[src/rtl/core/f2f_biphase_encoder_unit_assert.svh]
// Assertion macros for the F2F biphase encoder unit
`ifndef F2F_BIPHASE_ENCODER_UNIT_ASSERT_SVH
`define F2F_BIPHASE_ENCODER_UNIT_ASSERT_SVH

// check a condition in the same cycle as its trigger
`define F2F_ASSERT_HOLDS(label, ante, cons, msg) \
	label: assert property (@(posedge clk) disable iff (!arst_n) (ante) |-> (cons)) \
		else $error(msg);

// check a condition in the cycle after its trigger
`define F2F_ASSERT_NEXT(label, ante, cons, msg) \
	label: assert property (@(posedge clk) disable iff (!arst_n) (ante) |=> (cons)) \
		else $error(msg);

`endif

[src/rtl/core/f2f_pkg.sv]
// Shared types and constants of the F2F biphase encoder
package f2f_pkg;

	localparam logic [6:0] SYNC_MAX   = 7'd100;
	localparam logic [6:0] SYNC_RESET = 7'd20;
	localparam logic [3:0] BITS_MAX   = 4'd8;

	typedef enum logic [0:0] {
		CFG_SYNC_CELLS    = 1'b0,
		CFG_BITS_PER_CHAR = 1'b1
	} cfg_idx_t;

	typedef struct packed {
		logic [7:0] data_char;
		logic       last_char;
		logic [6:0] lead_cells;
		logic [7:0] data_end;
		logic [7:0] total_cells;
	} item_t;

endpackage

[src/rtl/core/f2f_char_if.sv]
// Character channel: valid/ready handshake with one character per item
interface f2f_char_if;
	logic       valid;
	logic       ready;
	logic [7:0] data_char;
	logic       last_char;

	modport source (output valid, data_char, last_char, input ready);
	modport sink (input valid, data_char, last_char, output ready);
endinterface

[src/rtl/core/f2f_byte_if.sv]
// Byte channel: valid/ready handshake with one packed half-bit byte per item
interface f2f_byte_if;
	logic        valid;
	logic        ready;
	logic [7:0]  packed_halves;
	logic [3:0]  valid_halves;
	logic        last_byte;
	logic [15:0] total_halves;

	modport source (output valid, packed_halves, valid_halves, last_byte, total_halves,
		input ready);
	modport sink (input valid, packed_halves, valid_halves, last_byte, total_halves,
		output ready);
endinterface

[src/rtl/core/f2f_front.sv]
// Front end: configuration registers, message tracking and cell plan of each character
module f2f_front (
	input  logic                clk,
	input  logic                arst_n,
	input  logic                cfg_we,
	input  logic [0:0]          cfg_idx,
	input  logic [6:0]          cfg_wdata,
	f2f_char_if.sink            chars,
	input  logic                q_full,
	output logic                push,
	output f2f_pkg::item_t      push_item
);

	logic [6:0] sync_q;
	logic [3:0] bits_q;
	logic       open_q;
	logic [6:0] sync_eff;
	logic [3:0] bits_eff;
	logic [6:0] lead;
	logic [6:0] trail;
	logic [7:0] data_end;

	always_ff @(posedge clk or negedge arst_n) begin
		if (!arst_n) begin
			sync_q <= f2f_pkg::SYNC_RESET;
			bits_q <= f2f_pkg::BITS_MAX;
		end else if (cfg_we) begin
			unique case (f2f_pkg::cfg_idx_t'(cfg_idx))
				f2f_pkg::CFG_SYNC_CELLS:    sync_q <= cfg_wdata;
				f2f_pkg::CFG_BITS_PER_CHAR: bits_q <= cfg_wdata[3:0];
				default: ;
			endcase
		end
	end

	assign chars.ready = !q_full;
	assign push        = chars.valid && !q_full;

	always_ff @(posedge clk or negedge arst_n) begin
		if (!arst_n) begin
			open_q <= 1'b0;
		end else if (push) begin
			open_q <= !chars.last_char;
		end
	end

	assign sync_eff = (sync_q > f2f_pkg::SYNC_MAX) ? f2f_pkg::SYNC_MAX : sync_q;
	assign bits_eff = (bits_q > f2f_pkg::BITS_MAX) ? f2f_pkg::BITS_MAX : bits_q;
	assign lead     = open_q ? 7'd0 : sync_eff;
	assign trail    = chars.last_char ? sync_eff : 7'd0;
	assign data_end = {1'b0, lead} + {4'd0, bits_eff};

	always_comb begin
		push_item.data_char   = chars.data_char;
		push_item.last_char   = chars.last_char;
		push_item.lead_cells  = lead;
		push_item.data_end    = data_end;
		push_item.total_cells = data_end + {1'b0, trail};
	end

endmodule

[src/rtl/core/f2f_queue.sv]
// Small FIFO of planned characters between front and back
module f2f_queue #(
	parameter int DEPTH = 2
) (
	input  logic           clk,
	input  logic           arst_n,
	input  logic           push,
	input  f2f_pkg::item_t push_item,
	output logic           full,
	input  logic           pop,
	output f2f_pkg::item_t head,
	output logic           head_valid
);

	localparam int AW = (DEPTH > 1) ? $clog2(DEPTH) : 1;
	localparam int CW = $clog2(DEPTH + 1);

	f2f_pkg::item_t store_q [DEPTH];
	logic [AW-1:0]  wptr_q;
	logic [AW-1:0]  rptr_q;
	logic [CW-1:0]  count_q;

	assign full       = (count_q == CW'(DEPTH));
	assign head_valid = (count_q != '0);
	assign head       = store_q[rptr_q];

	always_ff @(posedge clk) begin
		if (push) begin
			store_q[wptr_q] <= push_item;
		end
	end

	always_ff @(posedge clk or negedge arst_n) begin
		if (!arst_n) begin
			wptr_q  <= '0;
			rptr_q  <= '0;
			count_q <= '0;
		end else begin
			if (push) begin
				wptr_q <= (wptr_q == AW'(DEPTH - 1)) ? '0 : wptr_q + AW'(1);
			end
			if (pop) begin
				rptr_q <= (rptr_q == AW'(DEPTH - 1)) ? '0 : rptr_q + AW'(1);
			end
			if (push && !pop) begin
				count_q <= count_q + CW'(1);
			end else if (pop && !push) begin
				count_q <= count_q - CW'(1);
			end
		end
	end

endmodule

[src/rtl/core/f2f_back.sv]
// Back end: turns up to four cells per cycle into half-bits and packs bytes, unless the byte output stalls it
module f2f_back (
	input  logic           clk,
	input  logic           arst_n,
	input  f2f_pkg::item_t head,
	input  logic           head_valid,
	output logic           pop,
	f2f_byte_if.source     bytes
);

	logic        level_q;
	logic [7:0]  pend_q;
	logic [1:0]  pos_q;
	logic [15:0] hc_q;
	logic [7:0]  cidx_q;

	logic        out_valid_q;
	logic [7:0]  out_packed_q;
	logic [3:0]  out_halves_q;
	logic        out_last_q;
	logic [15:0] out_total_q;

	logic [7:0]  rem;
	logic [2:0]  room;
	logic [2:0]  take;
	logic        done;
	logic [2:0]  new_pos;
	logic        full;
	logic        lev;
	logic [7:0]  byte_d;
	logic [1:0]  off;
	logic [7:0]  idx;
	logic [7:0]  didx;
	logic        cell_bit;
	logic [16:0] hc_sum;
	logic [15:0] hc_next;
	logic        fin;
	logic        need_emit;
	logic        out_free;
	logic        advance;

	assign rem     = head.total_cells - cidx_q;
	assign room    = 3'd4 - {1'b0, pos_q};
	assign take    = (rem < {5'd0, room}) ? rem[2:0] : room;
	assign done    = (rem == {5'd0, take});
	assign new_pos = {1'b0, pos_q} + take;
	assign full    = new_pos[2];

	always_comb begin
		lev      = level_q;
		byte_d   = pend_q;
		off      = '0;
		idx      = '0;
		didx     = '0;
		cell_bit = 1'b0;
		for (int s = 0; s < 4; s++) begin
			if (3'(s) >= {1'b0, pos_q} && 3'(s) < new_pos) begin
				off      = 2'(s) - pos_q;
				idx      = cidx_q + {6'd0, off};
				didx     = idx - {1'b0, head.lead_cells};
				cell_bit = (idx >= {1'b0, head.lead_cells}) && (idx < head.data_end)
					&& head.data_char[didx[2:0]];
				byte_d[2*s]   = !lev;
				byte_d[2*s+1] = cell_bit ? lev : !lev;
				lev           = byte_d[2*s+1];
			end
		end
	end

	assign hc_sum    = {1'b0, hc_q} + {13'd0, take, 1'b0};
	assign hc_next   = hc_sum[16] ? 16'hFFFF : hc_sum[15:0];
	assign fin       = done && head.last_char;
	assign need_emit = full || fin;
	assign out_free  = !out_valid_q || bytes.ready;
	assign advance   = head_valid && (!need_emit || out_free);
	assign pop       = advance && done;

	always_ff @(posedge clk or negedge arst_n) begin
		if (!arst_n) begin
			level_q <= 1'b0;
			pend_q  <= '0;
			pos_q   <= '0;
			hc_q    <= '0;
			cidx_q  <= '0;
		end else if (advance) begin
			if (fin) begin
				level_q <= 1'b0;
				pend_q  <= '0;
				pos_q   <= '0;
				hc_q    <= '0;
			end else begin
				level_q <= lev;
				hc_q    <= hc_next;
				pend_q  <= full ? 8'd0 : byte_d;
				pos_q   <= full ? 2'd0 : new_pos[1:0];
			end
			cidx_q <= done ? 8'd0 : cidx_q + {5'd0, take};
		end
	end

	always_ff @(posedge clk or negedge arst_n) begin
		if (!arst_n) begin
			out_valid_q <= 1'b0;
		end else if (advance && need_emit) begin
			out_valid_q <= 1'b1;
		end else if (bytes.ready) begin
			out_valid_q <= 1'b0;
		end
	end

	always_ff @(posedge clk) begin
		if (advance && need_emit) begin
			out_packed_q <= byte_d;
			out_halves_q <= {new_pos, 1'b0};
			out_last_q   <= fin;
			out_total_q  <= fin ? hc_next : 16'd0;
		end
	end

	assign bytes.valid         = out_valid_q;
	assign bytes.packed_halves = out_packed_q;
	assign bytes.valid_halves  = out_halves_q;
	assign bytes.last_byte     = out_last_q;
	assign bytes.total_halves  = out_total_q;

endmodule

[src/rtl/core/f2f_biphase_encoder_unit.sv]
// Top level of the F2F biphase encoder: front, character queue and byte packer
// Characters enter on chars and leave as bytes of eight half-bit line levels, earliest in
// bit 0. The packer handles up to four cells (one byte) per cycle while the byte output
// does not stall it, and never runs a cycle past a byte boundary. A character holds its
// data cells, plus sync_cells (capped at 100) on the first character of a message and
// again on the last. The zero-padded partial byte of the last character is registered in
// that character's final cycle. With eight bits per character the message body starts on
// a byte boundary when sync_cells is a multiple of four, and each character then fills
// exactly two bytes; otherwise each character spans three bytes. A queue of QUEUE_DEPTH
// planned characters lets the input keep flowing while the byte output stalls.
module f2f_biphase_encoder_unit #(
	parameter int QUEUE_DEPTH = 2
) (
	input  logic        clk,
	input  logic        arst_n,
	input  logic        cfg_we,
	input  logic [0:0]  cfg_idx,
	input  logic [6:0]  cfg_wdata,
	f2f_char_if.sink    chars,
	f2f_byte_if.source  bytes
);

	`include "f2f_biphase_encoder_unit_assert.svh"

	f2f_pkg::item_t push_item;
	f2f_pkg::item_t head;
	logic           push;
	logic           q_full;
	logic           head_valid;
	logic           pop;

	f2f_front u_front (
		.clk       (clk),
		.arst_n    (arst_n),
		.cfg_we    (cfg_we),
		.cfg_idx   (cfg_idx),
		.cfg_wdata (cfg_wdata),
		.chars     (chars),
		.q_full    (q_full),
		.push      (push),
		.push_item (push_item)
	);

	f2f_queue #(
		.DEPTH (QUEUE_DEPTH)
	) u_queue (
		.clk        (clk),
		.arst_n     (arst_n),
		.push       (push),
		.push_item  (push_item),
		.full       (q_full),
		.pop        (pop),
		.head       (head),
		.head_valid (head_valid)
	);

	f2f_back u_back (
		.clk        (clk),
		.arst_n     (arst_n),
		.head       (head),
		.head_valid (head_valid),
		.pop        (pop),
		.bytes      (bytes)
	);

	`F2F_ASSERT_HOLDS(a_inner_byte_full, bytes.valid && !bytes.last_byte, bytes.valid_halves == 4'd8 && bytes.total_halves == 16'd0, "non-final byte not full or carries a total")
	`F2F_ASSERT_HOLDS(a_empty_marker, bytes.valid && bytes.valid_halves == 4'd0, bytes.last_byte && bytes.packed_halves == 8'd0, "empty byte is not a clean end marker")
	`F2F_ASSERT_HOLDS(a_whole_cells, bytes.valid, !bytes.valid_halves[0] && bytes.valid_halves <= 4'd8, "byte holds a split cell")
	`F2F_ASSERT_HOLDS(a_pop_needs_head, pop, head_valid, "queue popped while empty")

endmodule
[src/flat_wrapper.sv]
// flat-port wrapper written by rule: the top's interface ports become plain ports
module f2f_biphase_encoder_unit_flat 
#(
	parameter int QUEUE_DEPTH = 2
)
  (clk, arst_n, cfg_we, cfg_idx, cfg_wdata, chars_valid, chars_data_char, chars_last_char, chars_ready, bytes_valid, bytes_packed_halves, bytes_valid_halves, bytes_last_byte, bytes_total_halves, bytes_ready);
  f2f_char_if chars_i ();
  f2f_byte_if bytes_i ();
  input  logic clk;
  input  logic arst_n;
  input  logic cfg_we;
  input  logic [0:0] cfg_idx;
  input  logic [6:0] cfg_wdata;
  input wire logic [$bits(chars_i.valid)-1:0] chars_valid;
  input wire logic [$bits(chars_i.data_char)-1:0] chars_data_char;
  input wire logic [$bits(chars_i.last_char)-1:0] chars_last_char;
  output wire logic [$bits(chars_i.ready)-1:0] chars_ready;
  output wire logic [$bits(bytes_i.valid)-1:0] bytes_valid;
  output wire logic [$bits(bytes_i.packed_halves)-1:0] bytes_packed_halves;
  output wire logic [$bits(bytes_i.valid_halves)-1:0] bytes_valid_halves;
  output wire logic [$bits(bytes_i.last_byte)-1:0] bytes_last_byte;
  output wire logic [$bits(bytes_i.total_halves)-1:0] bytes_total_halves;
  input wire logic [$bits(bytes_i.ready)-1:0] bytes_ready;
  assign chars_i.valid = chars_valid;
  assign chars_i.data_char = chars_data_char;
  assign chars_i.last_char = chars_last_char;
  assign chars_ready = chars_i.ready;
  assign bytes_valid = bytes_i.valid;
  assign bytes_packed_halves = bytes_i.packed_halves;
  assign bytes_valid_halves = bytes_i.valid_halves;
  assign bytes_last_byte = bytes_i.last_byte;
  assign bytes_total_halves = bytes_i.total_halves;
  assign bytes_i.ready = bytes_ready;
  f2f_biphase_encoder_unit #(.QUEUE_DEPTH(QUEUE_DEPTH)) u_core (.clk(clk), .arst_n(arst_n), .cfg_we(cfg_we), .cfg_idx(cfg_idx), .cfg_wdata(cfg_wdata), .chars(chars_i), .bytes(bytes_i));
endmodule
[config.mk]
export PLATFORM = sky130hd
export DESIGN_NAME = f2f_biphase_encoder_unit_flat
export DESIGN_NICKNAME = d
export VERILOG_FILES = /design/src/rtl/core/f2f_pkg.sv /design/src/rtl/core/f2f_char_if.sv /design/src/rtl/core/f2f_byte_if.sv /design/src/rtl/core/f2f_front.sv /design/src/rtl/core/f2f_queue.sv /design/src/rtl/core/f2f_back.sv /design/src/rtl/core/f2f_biphase_encoder_unit.sv /design/src/flat_wrapper.sv
export VERILOG_INCLUDE_DIRS = /design/src /design/src/rtl/core
export SDC_FILE = /design/constraint.sdc
export NUM_CORES = 1
export LEC_CHECK = 0
export ABC_AREA = 1
export BUFFER_PORTS_ARGS = -buffer_cell sky130_fd_sc_hd__buf_2
export CORE_MARGIN = 2
export CORE_UTILIZATION = 55
export CTS_CLUSTER_DIAMETER = 120
export CTS_CLUSTER_SIZE = 24
export DETAILED_ROUTE_END_ITERATION = 8
export HOLD_SLACK_MARGIN = 0.08
export PLACE_DENSITY = 0.8
export SETUP_SLACK_MARGIN = 0.5
export SYNTH_ARGS = -nofsm -noshare
export SYNTH_HDL_FRONTEND = slang
export SYNTH_SLANG_ARGS = --single-unit
[constraint.sdc]
create_clock -name clk -period 7.04 [get_ports clk]
set_clock_uncertainty 0.2 [all_clocks]
set_input_delay 0.704 -clock clk [delete_from_list [all_inputs] [get_ports clk]]
set_output_delay 0.704 -clock clk [all_outputs]
set_load 0.005 [all_outputs]
**After elaboration in Yosys (flattened, before gate mapping)**

Memories as Yosys holds them, arrays and structs flattened.
Cells that the tools add are included.
W data, S select, Z words.

- Bits of input ports: 22
- Register bits after elaboration: 80
- Output and inout port bits: 31
- Memories kept: 1
- RAM bits: 64
- Word-level logic and storage cells: 142

Memories:

| name | depth | width | read ports | clocked after memory_dff | wr ports | RTL line | text |
|---|---|---|---|---|---|---|---|
| u_core.u_queue.store_q | 2 | 32 | 1 | 0 | 1 | f2f_queue.sv:18 | `f2f_pkg::item_t store_q [DEPTH];` |

- Reduce and logical (&&, ||, !) cells: 36
- Eq/ne operators: 2
- Bitwise gates (word level): 1
- $add $sub $neg: 23
- Mux-type cells: 41
- $lt $le $gt $ge: 22

Operators by type and width:

| kind | number |
|---|---|
| $add A8 B2 Y8 | 4 |
| $ge A8 B7 Y1 | 4 |
| $lt A8 B8 Y1 | 4 |
| $mux W16 | 2 |
| $mux W8 | 3 |
| $mux W7 | 3 |
| $mux W1 | 19 |
| $logic_and A1 B1 Y1 | 18 |
| $add A16 B4 Y17 | 1 |
| $lt A3 B4 Y1 const B | 4 |
| $mux W2 | 8 |
| $bmux W1 S3 | 4 |
| $sub A3 B3 Y3 | 4 |
| $logic_not A1 Y1 | 10 |
| $add A7 B4 Y8 | 1 |
| $add A8 B3 Y8 | 1 |
| $add A8 B7 Y8 | 1 |
| $eq A8 B3 Y1 | 1 |
| $lt A8 B3 Y1 | 1 |
| $sub A8 B8 Y8 | 1 |
| $gt A7 B7 Y1 const B | 1 |
| $lt A1 B3 Y1 const A | 2 |
| $lt A2 B3 Y1 const A | 2 |
| $reduce_bool A2 Y1 | 3 |
| 16 further kinds | 23 |

**Logic depth before layout (Yosys ltp)**

- Depth after elaboration: 19
- Gate-level depth with buffers: 34
- Mapped depth without buffers: 31

**Cells and area by module**

A second synthesis with hierarchy kept.

- Cells, all modules: 1,034
- Area, all modules: 9,743.1 um^2

Modules (own cells, without submodules):

| module | seq. area each (um^2) | instances | area each (um^2) | cells an instance |
|---|---|---|---|---|
| f2f_back | 1,741.7 | 1 | 5,878.1 | 739 |
| f2f_queue | 2,021.9 | 1 | 2,668.8 | 125 |
| f2f_front | 304.0 | 1 | 1,196.1 | 170 |

**Least setup slack after synthesis**

Ideal clock, no wire load.

- Path type: reg2reg
- Start point: reg u_core.u_queue.rptr_q
- End point: reg u_core.u_back.out_last_q (netlist: u_core.u_back.bytes.last_byte), enable pin
- Period minus slack after synthesis: 6.575 ns
- Data arrival time: 5.959 ns
- Setup slack: 0.465 ns
- Required time: 6.424 ns
- Buffers on the path: 3
- Stages on the path, launching flop included: 26
- Library setup time: 0.416 ns
- Cells stage by stage: dfrtp_1 -> buf_4 -> buf_2 -> buf_1 -> mux2i_1 -> ha_1 -> inv_1 -> fa_1 -> xor2_1 -> ha_1 -> inv_1 -> nor2_1 -> nor3_4 -> nand3_2 -> nand2_1 -> o21ai_0 -> fa_1 -> inv_1 -> nand3_1 -> nand2_1 -> inv_2 -> nor2_4 -> nand2_4 -> o21ai_4 -> clkinv_2 -> nor2_1

- Elaborated cells on any way between the ends: 12
- Classes of those cells: 2 x add/sub; 1 x order compare; 1 x eq/ne; 1 x mux; 6 x reduce/logical; 1 x memory

RTL lines:

| item | RTL line | text |
|---|---|---|
| from (decl) | f2f_queue.sv:20 | `logic [AW-1:0] rptr_q;` |
| from (signal assigned) | f2f_queue.sv:43 | `rptr_q <= (rptr_q == AW'(DEPTH - 1)) ? '0 : rptr_q + AW'(1);` |
| $mem_v2 Z2 W32 * | - |  |
| $sub A8 B8 Y8 * | f2f_back.sv:42 | `assign rem = head.total_cells - cidx_q;` |
| $lt A8 B3 Y1 | f2f_back.sv:44 | `assign take = (rem < {5'd0, room}) ? rem[2:0] : room;` |
| $mux W3 * | f2f_back.sv:44 |  |
| $add A2 B3 Y3 * | f2f_back.sv:46 | `assign new_pos = {1'b0, pos_q} + take;` |
| named net u_core.u_back.new_pos[2] | f2f_back.sv:27 | `logic [2:0] new_pos;` |
| $logic_or A1 B1 Y1 * | f2f_back.sv:73 | `assign need_emit = full \|\| fin;` |
| $logic_not A1 Y1 | f2f_back.sv:75 | `assign advance = head_valid && (!need_emit \|\| out_free);` |
| $logic_or A1 B1 Y1 | f2f_back.sv:75 |  |
| $logic_and A1 B1 Y1 | f2f_back.sv:75 |  |
| $logic_and A1 B1 Y1 * | f2f_back.sv:112 | `if (advance && need_emit) begin` |
| to (signal assigned) | f2f_back.sv:115 | `out_last_q <= fin;` |
| to (decl) | f2f_back.sv:20 | `logic out_last_q;` |

Mark *: on every way through the listed nets, which the timed path passes. The rest lies on a longest branch.
A chain may end at the register's enable or synchronous reset.

**Worst setup path in the final report**

- Start point: reg u_core.u_queue.rptr_q
- End point: reg u_core.u_queue.count_q[1]

- Elaborated cells on any way between the ends: 17
- Classes of those cells: 2 x add/sub; 1 x order compare; 1 x eq/ne; 2 x mux; 10 x reduce/logical; 1 x memory

RTL lines:

| item | RTL line | text |
|---|---|---|
| $mem_v2 Z2 W32 * | - |  |
| $sub A8 B8 Y8 * | f2f_back.sv:42 |  |
| $lt A8 B3 Y1 | f2f_back.sv:44 |  |
| $mux W3 * | f2f_back.sv:44 |  |
| $add A2 B3 Y3 * | f2f_back.sv:46 |  |
| named net u_core.u_back.new_pos[2] | f2f_back.sv:27 |  |
| $logic_or A1 B1 Y1 * | f2f_back.sv:73 |  |
| $logic_not A1 Y1 * | f2f_back.sv:75 |  |
| $logic_or A1 B1 Y1 * | f2f_back.sv:75 |  |
| $logic_and A1 B1 Y1 * | f2f_back.sv:75 |  |
| $logic_and A1 B1 Y1 * | f2f_back.sv:76 | `assign pop = advance && done;` |
| $logic_not A1 Y1 | f2f_queue.sv:45 | `if (push && !pop) begin` |
| $logic_and A1 B1 Y1 | f2f_queue.sv:45 |  |
| $mux W2 / $reduce_bool A2 Y1 (equally long branches) | - |  |
| to (signal assigned) | f2f_queue.sv:46 | `count_q <= count_q + CW'(1);` |
| to (signal assigned) | f2f_queue.sv:48 | `count_q <= count_q - CW'(1);` |
| to (decl) | f2f_queue.sv:21 | `logic [CW-1:0] count_q;` |

Marked as above.

==> metrics <==
outcome=complete, no violations; initial antenna violation count=0; Setup violations, final=0; largest net degree at the start of global routing=53; minimum clock period=6.15 ns; cells after synthesis=1021; Cell variety after synth=54; post-synthesis compound-gate area fraction=8.87%; die area=0.0180 mm2; Synth Area in XOR/XNOR=4.31%; Post-synth EDFFs=92; Async SR Flop Fraction=36.1%; share of cells above drive strength 1=12.1%; dpl cell area=0.00983 mm2; cell depth of the worst flop-to-flop path=28; remaining antenna violation count=0; Pre-antenna DRT Iters=5; share of the synthesized area in the top cell type=29.6%; multiplexer area fraction after synthesis=2.71%; Root Buffer=clkbuf_16; Critical Path Fanout Max=13; Routed WL=20300 um; Crit path largest cell delay=0.53 ns; synth cell count leaders=nand2_1, inv_1, nor2_1; Vias=7194; Top FF cell, synth=edfxtp_1; remaining routing DRC violations=0; Tcrit/Tclk final=87.4%; Die X=134 um; cts bufs inserted=17; Synth Warn #=0; Synth Area in Adders=15.3%; Synth area leaders=edfxtp_1, dfrtp_1, ha_1; hpwl dp=14800 um; Setup crit start kind=flip-flop; synthesized area=0.00934 mm2; GRT overflow=0; Max-slew headroom=28.3%; CP Launch Point=u_core.u_queue.rptr_q$_DFFE_PN0P_; Die Height=134 um; CP Class=flip-flop to flip-flop; area delta synth->final=11.9%; Worst-Skew Late Latency=0.43 ns; Slew Viols, Final=0; pre-CTS setup slack=0.499 ns; max cap viols=0; worst slew pin tran=1.07 ns; required time worst endpoint=7.14 ns; main combinational cell family by area after synthesis=simple AND/OR/NAND/NOR gates; type of destination of the critical path=flip-flop; Initial Util=56.3%; Design Area, Final=0.0105 mm2; Final Hold Viols=0; GR Util All Layers=23.2%; vias per inst=5.45; nets=1215; RSZ-0062 raised after global routing=no; Syn Area/Cell=9.15 um2; post-synthesis register bit count=144; first-pass GRT wire length=33200 um; CP max-delay cell=dfrtp_2; placer congestion estimate=0.928; Synth Area in Simple Gates=18.1%; most used cell, CP=ha_1; Hold Path Class=input pin to async pin; clock slew at reported path FFs=0.06 ns; # clock sinks=144; H-tree levels=4; post-layout util=63.0%; maximum clock frequency=0.163 GHz; r2r startpoint=u_core.u_queue.rptr_q$_DFFE_PN0P_; Site Rows=47; sequential-to-total area share from yosys stat=43.6%; setup TNS=0 ns; post-DR wirelength/cell=15.3 um; Core Area=0.0166 mm2; total inserted antenna cells=0; count leader, synth=nand2_1; number of DRC markers in iteration 0=684; area leader, netlist=edfxtp_1; I/O pins=53; Setup WS post-layout=0.886 ns; CTS tree=yes; number of buffers added on ports=51; CTS Buffer Depth=2; vias in the first global route=7030; Crit path arrival time=6.26 ns
## cells in the final DEF, fill, tap and decap left out, types with 13 or more instances in the layout
cell type / instances
a21oi_1: 55
buf_2: 51
buf_4: 13
clkbuf_16: 17
dfrtp_1: 48
edfxtp_1: 92
fa_1: 14
ha_1: 92
inv_1: 140
mux2i_1: 23
nand2_1: 186
nand3_1: 54
nand4_1: 13
nor2_1: 101
o21ai_0: 46
xor2_1: 34
## what timing repair did
action / CTS / global route
gates cloned: 0 / 1
buffers inserted: 0 / 6
setup endpoints to repair: 1 / 32
hold buffers: 0 / 0
endpoints found under the hold margin: 0 / 0
resized for setup: 1 / 2
## metal layers
layer  part of all wire (%)  vias up  track usage (%)
li1                       -     3552                -
met1                     44     3363             31.5
met2                     48      234             37.5
met3                    5.5       45             4.20
met4                    2.5        0             8.54
met5                      0        -                0
## worst paths after layout
check | endpoint | slack, ns
worst max-delay path | u_core.u_queue.count_q[1]$_DFFE_PN0P_ | 0.89
worst min-delay path | u_core.u_back.pend_q[3]$_DFFE_PN0N_ | 0.23
worst max register to register | u_core.u_queue.count_q[1]$_DFFE_PN0P_ | 0.89
worst min register to register | u_core.u_back.pend_q[2]$_DFFE_PN0N_ | 0.28
max in group asynchronous | u_core.u_queue.rptr_q$_DFFE_PN0P_ | 5.89
min in group clk | u_core.u_queue.store_q[0][26]$_DFFE_PP_ | 0.26
## stage by stage
stage | hold WS [ns] | cells
after floorplan | 0.208 | 1023
after global placement | 0.267 | 1281
after detailed placement | 0.274 | 1281
after CTS | 0.261 | 1313
after global routing | 0.259 | 1320
final | 0.229 | 1320
## state kept, by name, indices dropped and copies added, names as in the netlist
signal	flops
u_core.u_front.sync_q	7
u_core.u_queue.store_q	64
u_core.u_queue.count_q	2
u_core.u_back.pend_q	8
u_core.u_back.cidx_q	8
u_core.u_queue.wptr_q	1
u_core.u_front.bits_q	4
u_core.u_back.bytes.packed_halves	8
u_core.u_front.open_q	1
u_core.u_back.bytes.valid_halves	3
u_core.u_back.bytes.valid	1
u_core.u_back.hc_q	16
u_core.u_back.bytes.last_byte	1
u_core.u_queue.rptr_q	1
u_core.u_back.bytes.total_halves	16
u_core.u_back.pos_q	2
u_core.u_back.level_q	1
## area by class of cell
class | instances | area (um2)
multi-input cells | 714 | 4640
well taps | 220 | 275
clock inverters | 15 | 135
inverters | 146 | 553
repair buffers | 64 | 353
clock buffers | 17 | 425
fillers | 1320 | 6130
flip-flops and latches | 144 | 4070
## logic make-up (layout without fill, tap and decap cells)
logic type / after synthesis / after routing
multiplexers: 25 / 25
buffers and inverters: 166 / 242
AO/OA/AOI/OAI: 143 / 144
flip-flops: 144 / 144
adder cells (fa/ha/maj): 106 / 106
AND/OR/NAND/NOR: 390 / 390
other: 1 / 3
XOR/XNOR: 46 / 46
## critical path, delay by kind of cell, from the launching register on
kind                     cells  cell delay (ns)
adder cells (fa/ha/maj)      6             1.96
AND/OR/NAND/NOR              9             1.32
AO/OA/AOI/OAI                4             0.66
buffers and inverters        6             0.58
flip-flops                   1             0.53
XOR/XNOR                     2             0.43
multiplexers                 1             0.34
Power is not shown: default switching activity piles up to over one toggle a cycle in this logic, so the estimate is an artifact.
